<file path="src/rtl/core/qrm_pkg.sv">
// Shared types, widths and constants for the quaternion to rotation matrix block.
// No dependencies.
`timescale 1ns / 1ps
package qrm_pkg;

	// Component width of the input quaternion (8..32)
	localparam int COMPONENT_WIDTH = 16;
	localparam int CW = COMPONENT_WIDTH;

	// Magnitudes above this are pre-scaled so products stay in range
	localparam longint unsigned MAG_LIMIT = 64'd8388608;
	localparam int SH_MAX = (CW > 24) ? (CW - 24) : 0;
	localparam int SHW = 4;

	// Magnitude width after pre-scaling, product, norm widths
	localparam int MW = (CW > 24) ? 24 : CW;
	localparam int PRW = 2 * MW;
	localparam int SPW = PRW + 1;
	localparam int NW = PRW + 1;

	// Quotient bits of a * 2^16 / n, one per divider stage
	localparam int QB = 17;

	// Front pipeline depth plus divider depth plus output register
	localparam int FRONT_STAGES = 3;
	localparam int LATENCY = FRONT_STAGES + QB + 1;

	// Q2.14 constants
	localparam logic [15:0] ONE_Q14 = 16'd16384;
	localparam logic [QB-1:0] ONE_Q = QB'(16384);
	localparam logic [QB-1:0] TWO_Q = QB'(32768);

	// Matrix entries on the diagonal, rows first
	localparam logic [8:0] DIAG_MASK = 9'b100010001;

	typedef struct packed {
		logic signed [CW-1:0] comp_x;
		logic signed [CW-1:0] comp_y;
		logic signed [CW-1:0] comp_z;
		logic signed [CW-1:0] comp_w;
	} in_t;

	typedef struct packed {
		logic signed [15:0] m00;
		logic signed [15:0] m01;
		logic signed [15:0] m02;
		logic signed [15:0] m10;
		logic signed [15:0] m11;
		logic signed [15:0] m12;
		logic signed [15:0] m20;
		logic signed [15:0] m21;
		logic signed [15:0] m22;
		logic               degenerate;
	} out_t;

	// Front end output: norm, nine numerator magnitudes and signs
	typedef struct packed {
		logic                 deg;
		logic [NW-1:0]        n;
		logic [8:0][NW-1:0]   num;
		logic [8:0]           neg;
	} front_t;

endpackage

</file>
<file path="src/rtl/core/qrm_divider.sv">
// Pipelined restoring divider: floor(num * 2^16 / den), one quotient bit per stage.
// Depends on qrm_pkg; requires num <= den.
`timescale 1ns / 1ps
module qrm_divider import qrm_pkg::*; (
	input  logic          clk,
	input  logic [NW-1:0] num,
	input  logic [NW-1:0] den,
	output logic [QB-1:0] quo
);

	logic [NW-1:0] rem_s [QB];
	logic [NW-1:0] den_s [QB];
	logic [QB-1:0] quo_s [QB];

	for (genvar g = 0; g < QB; g++) begin : g_stage
		logic [NW:0]   trial;
		logic [NW-1:0] dcur;
		logic [QB-1:0] qprev;
		logic          ge;

		// Shift in the next dividend bit (all zero) and compare
		if (g == 0) begin : g_first
			assign trial = {1'b0, num};
			assign dcur  = den;
			assign qprev = '0;
		end else begin : g_next
			assign trial = {rem_s[g-1], 1'b0};
			assign dcur  = den_s[g-1];
			assign qprev = quo_s[g-1];
		end
		assign ge = (trial >= {1'b0, dcur});

		// Remainder stays below den, so it fits NW bits
		always_ff @(posedge clk) begin
			rem_s[g] <= NW'(ge ? (trial - {1'b0, dcur}) : trial);
			den_s[g] <= dcur;
			quo_s[g] <= {qprev[QB-2:0], ge};
		end
	end

	assign quo = quo_s[QB-1];

endmodule

</file>
<file path="config.mk">
export PLATFORM = sky130hd
export DESIGN_NAME = qrm_divider
export DESIGN_NICKNAME = d
export VERILOG_FILES = /design/src/rtl/core/qrm_pkg.sv /design/src/rtl/core/qrm_divider.sv
export SDC_FILE = /design/constraint.sdc
export NUM_CORES = 2
export LEC_CHECK = 0
export BUFFER_PORTS_ARGS = -buffer_cell sky130_fd_sc_hd__buf_4
export CORE_MARGIN = 2
export CORE_UTILIZATION = 57
export CTS_CLUSTER_SIZE = 10
export DETAILED_ROUTE_END_ITERATION = 7
export GPL_ROUTABILITY_DRIVEN = 0
export PLACE_DENSITY = 0.85
export SYNTH_ARGS = -nofsm -noshare
export SYNTH_HDL_FRONTEND = slang
export SYNTH_SLANG_ARGS = --single-unit
</file>
<file path="constraint.sdc">
create_clock -name clk -period 3 [get_ports clk]
set_input_delay 0.3 -clock clk [delete_from_list [all_inputs] [get_ports clk]]
set_output_delay 0.3 -clock clk [all_outputs]
set_load 0.005 [all_outputs]
</file>
==> summary.txt, run 1 <==
Outcome
  • Outcome: aborted with a tool error
  • Stop stage: global routing
  • Log Error: [ERROR GRT-0232] Routing congestion too high. Check the congestion heatmap in the GUI.

Yosys
  • Most used flip-flop cell after synthesis: dfxtp_1
  • Synth top area share: 41.1%
  • Warnings from Yosys: 0
  • Post-synth EDFFs: 0
  • Largest cells by area after synthesis: dfxtp_1 (41%), ha_1 (12%), a21oi_1 (6.0%)
  • Synth async-reset ratio: 0%
  • Post-Synthesis Cells: approximately 6500
  • Post-synthesis sequential area ratio: between 40% and 50%
  • Syn Area/Cell: about 9.1 um2
  • Yosys top cell by area: dfxtp_1
  • Synthesized Nets: 7123
  • Synth unique cells: 89
  • Synth Cell Area: slightly below 60000 um2
  • Synth Register Bits: 1209

Global routing
  • Maximum number of pins on one net before global-route repair: 34
  • Total global routing overflow: approximately 1000
  • All-Layer GR Usage: 70.4%

Floorplanning
  • Initial Util: approximately 58%
  • Io pins: 84
  • Die width: 325 um
  • Die Span Y: 325 um
  • Row count: 117

CTS
  • Root Buffer: clkbuf_16
  • CTS Buffer Depth: 3
  • H-Tree Depth: 4
  • Total clock sinks: 1209
  • CTS Buf Count: 141

Placed design
  • Hpwl dp: roughly 120 mm
  • Buffers on Ports: 83
  • Pre-CTS WS: -0.421 ns
  • Post-DP Area: 66400 um2

STA
  • Post-GRT worst EP: rem_s[0][509]$_DFF_P_/D
  • Worst EP kind: sequential cell input
cell usage after synthesis, drive strengths merged (16+ instances only):
cell        n
ha        560
a21o      273
a2111oi    16
o31ai      25
nor2      496
or3        25
fa         16
dfxtp    1209
o21a       74
nand2b     69
nand3      97
nand4      82
buf        49
o21bai     54
xnor2     286
and4       19
nor4       19
nand2     327
and3       40
a211oi     46
a211o      21
o31a       28
nor3       62
nor2b      78
a31oi      51
a21oi     713
mux2      184
o211ai     22
xor2      177
inv       671
clkbuf    109
o21ai     344
and2       35
kinds of logic after synthesis:
logic type | synth area share (%)
AND/OR/NAND/NOR | 11.1
flip-flops | 41.1
multiplexers | 3.70
XOR/XNOR | 6.89
buffers and inverters | 5.46
AO/OA/AOI/OAI | 19.3
adder cells (fa/ha/maj) | 12.4
metal layers:
layer	GRT usage, %	GRT overflow
met1	67.1	20
met2	84.0	625
met3	60.6	26
met4	73.5	326
met5	33.6	1
stage by stage:
| step | utilization, % | TNS [ns] | cells |
|---|---|---|---|
| floorplan | - | 0 | 6480 |
| global placement | 65.0 | -56.26 | 8511 |
| detailed placement | 65.0 | -86.83 | 8511 |
| CTS | 72.5 | -29.66 | 8852 |
repair_timing:
action                                  in CTS
resized for setup                          484
endpoints found under the hold margin       66
pin swaps                                  132
gates cloned                                27
endpoints found under the setup margin     440
hold buffers                                66
setup buffers                               81
==> run 2: changes to the inputs <==
--- a/config.mk
+++ b/config.mk
@@ -7,11 +7,10 @@
 export LEC_CHECK = 0
 export BUFFER_PORTS_ARGS = -buffer_cell sky130_fd_sc_hd__buf_4
 export CORE_MARGIN = 2
-export CORE_UTILIZATION = 57
-export CTS_CLUSTER_SIZE = 10
+export CORE_UTILIZATION = 40
 export DETAILED_ROUTE_END_ITERATION = 7
 export GPL_ROUTABILITY_DRIVEN = 0
-export PLACE_DENSITY = 0.85
+export PLACE_DENSITY_LB_ADDON = 0.15
 export SYNTH_ARGS = -nofsm -noshare
 export SYNTH_HDL_FRONTEND = slang
 export SYNTH_SLANG_ARGS = --single-unit
==> constraint.sdc (replaced) <==
create_clock -name clk -period 3.9 [get_ports clk]
set_input_delay 0.39 -clock clk [delete_from_list [all_inputs] [get_ports clk]]
set_output_delay 0.39 -clock clk [all_outputs]
set_load 0.005 [all_outputs]
==> summary.txt, run 2 <==
Floorplanning
  • Initial Util: 40.4% (-17 points)
  • Die Span Y: 388 um (+19%)
  • Core area: 146000 um2
  • Die ar.: 150000 um2
  • Row count: 140 (+20%)
  • Io pins: 84 (unchanged)
  • Die width: 388 um (+19%)

CTS
  • Clk_lat worst skew: 0.78 ns
  • Clock transition at path regs: ~0.060 ns
  • CTS tree: yes
  • Total clock sinks: 1209 (unchanged)
  • CTS Buffer Depth: 3 (unchanged)
  • Root Buffer: clkbuf_16
  • CTS Buf Count: 134 (-5.0%)
  • H-Tree Depth: 4 (unchanged)

Worst setup path
  • Max FO, Critical Path: 46
  • CP startpoint kind: flop
  • Worst path required time: between 4 and 5 ns
  • CP endpoint kind: flop
  • Crit path kind: reg -> reg
  • FF-to-FF Start: den_s[0][71]$_DFF_P_
  • Critical Path Start: den_s[0][71]$_DFF_P_
  • Critical Path AT: between 4 and 5 ns

Power and ir drop
  • Net switching power: 25.4 mW
  • Power, Total: roughly 65 mW
  • Pleak: between 30 and 40 nW
  • PD cells: 956 nW/um2
  • Flop pwr share: 29.2%
  • Peak supply drop: roughly 0.45 mV
  • Combinational power share: between 40 and 50%
  • Power Internal: a little under 40 mW
  • Clock share of power: 21.0%
  • Switching Fraction: 39.3%

Global routing
  • Total global routing overflow: 0
  • First-pass GRT wire length: roughly 240 mm
  • Initial antenna violation count: 1
  • Vias in the first global route: between 40000 and 50000
  • All-Layer GR Usage: about a fifth
  • Maximum number of pins on one net before global-route repair: 56

Cells and area
  • Fillers: 13866
  • Biggest regs: den_s (528), rem_s (528), quo_s (153)
  • Nets: around 7300
  • Number of diodes: 0
  • Finished Layout Cells: ~8700
  • Most frequent cells in the layout: dfxtp_1 (1209), a21oi_1 (710), inv_1 (671)
  • Area grow syn2layout: 15.1%
  • Share of cells above drive strength 1: 9.27%
  • Commonest non-fill, non-tap cell in the layout: dfxtp_1
  • Finished Core Util: 46.4%

Route
  • Final WL: 149 mm
  • DR vias/cell: 5.16
  • Via total after detailed routing: roughly 45000
  • Routed len/inst: between 15 and 20 um
  • Residual DRC: 0
  • DRT antenna net count: 0
  • Routed met2 length: between 60 and 70 mm
  • Met1 WL: between 70 and 80 mm
  • Routed met3 length: approximately 7.7 mm
  • Highest routed layer: met4
  • First-pass DRT Iterations: 6
  • Initial DRC Count: about 3100

STA
  • Fmax: between 200 and 300 MHz
  • Relative slew slack: around 19%
  • TNS Setup: 0 ns
  • RSZ-0062 raised after global routing: false
  • Worst-margin pin slew: 1.20 ns
  • Final Hold Fails: 0
  • Fin crit period: 3.78 ns
  • Fin crit share: just under 100%
  • Post-Route Skew: roughly 0.062 ns
  • Slew Viols, Final: 0
  • # setup viols final: 0
  • Fin worst setup slack: between 0.1 and 0.15 ns

Yosys
  • Synth unique cells: 89 (unchanged)
  • Synth top area share: 41.1% (unchanged)
  • Post-synthesis sequential area ratio: 41.1% (unchanged)
  • Yosys top cell by area: dfxtp_1
  • Synth top cells by count: dfxtp_1 (1209), a21oi_1 (710), inv_1 (671), ha_1 (560), nor2_1 (496)
  • Synth Register Bits: 1209 (unchanged)
  • Synth async-reset ratio: 0% (unchanged)
  • Syn Area/Cell: 9.09 um2 (unchanged)
  • Largest cells by area after synthesis: dfxtp_1 (41%), ha_1 (12%), a21oi_1 (6.0%)
  • Warnings from Yosys: 0 (unchanged)
  • Synthesized Nets: 7123 (unchanged)
  • Post-synth EDFFs: 0 (unchanged)
  • Most frequent cell after synthesis: dfxtp_1
  • Synth Cell Area: 58900 um2 (unchanged)
  • Most used flip-flop cell after synthesis: dfxtp_1
  • Post-Synthesis Cells: 6480 (unchanged)

Placed design
  • Hpwl dp: 118 mm (+0.31%)
  • Pre-CTS WS: -0.448 ns (-0.0273 ns)
  • Placed cell count: 8412 (-1.2%)
  • Buffers on Ports: 83 (unchanged)

Hold path
  • Hold_sp: den[25]
  • Min-delay worst type: in -> reg

Outcome
  • Outcome: completed

Job
  • Max-cap violations: 0
[run 2: what timing repair did]
item                                   in CTS  in global routing
gates resized for setup                     3                  8
buffers inserted                            0                  1
setup endpoints to repair                  33                 92
pin swaps                                   1                  1
hold buffers                               66                  0
endpoints found under the hold margin      66                  0
[run 2: final timing paths]
kind / endpoint / cells after the start / slack (ns)
max reg2reg: rem_s[0][111]$_DFF_P_ / 13 / 0.12
min reg2reg: quo_s[1][1]$_DFF_P_ / 0 / 0.32
max: rem_s[0][111]$_DFF_P_ / 13 / 0.12
min: den_s[0][25]$_DFF_P_ / 2 / 0.27
[run 2: critical path: stages, from the launching register on]
cell      delay, ns
dfxtp_1        0.37
inv_1          0.06
ha_1           0.38
nand4_1        0.24
a211oi_1       0.31
nor4_1         0.14
buf_4          0.16
o21ai_0        0.52
a311o_1        0.35
a31oi_1        0.14
buf_4          0.19
o21ai_4        0.18
buf_12         0.23
mux2_2         0.36
[run 2: logic make-up after synthesis]
group / Yosys count / synth area share (%)
adders and majority gates: 576 / 12.4
muxes: 191 / 3.70
xor gates and xnor gates: 463 / 6.89
DFF: 1209 / 41.1
and+or+nand+nor: 1388 / 11.1
AOI/OAI and AO/OA: 1824 / 19.3
buffers and inverters: 829 / 5.46
[run 2: power groups by stage]
stage / clock (mW) / combinational [mW] / sequential [mW]
detailed placement: 0 / 31.8 / 19.2
global placement: 0 / 31.5 / 19.2
floorplan: 0 / 24.7 / 18.0
finish: 13.6 / 32.3 / 18.9
global route: 14.5 / 36.1 / 19.3
CTS: 14.0 / 32.1 / 18.9
[run 2: per-layer routing]
layer	GRT usage, %	up-vias
li1	-	22943
met1	27.3	20903
met2	30.5	972
met3	3.35	186
met4	6.12	0
met5	0	-
[run 2: metrics by stage]
step / hold WS (ns) / cell area, um2
after detailed placement: 0.312 / 62200
after global routing: 0.228 / 67800
after floorplan: 0.310 / 58900
after global placement: 0.310 / 62200
final: 0.268 / 67800
after CTS: 0.190 / 67700
[run 2: cell type report]
class,instances,area [um2],area share [%]
multi-input combinational,4442,31600,46.6
sequential,1209,24200,35.7
clock buffer,189,3810,5.62
inverter,671,2520,3.72
tap,1917,2400,3.54
timing repair buffer,240,2150,3.18
clock inverter,53,1080,1.59
(Power assumes the default switching activity.)
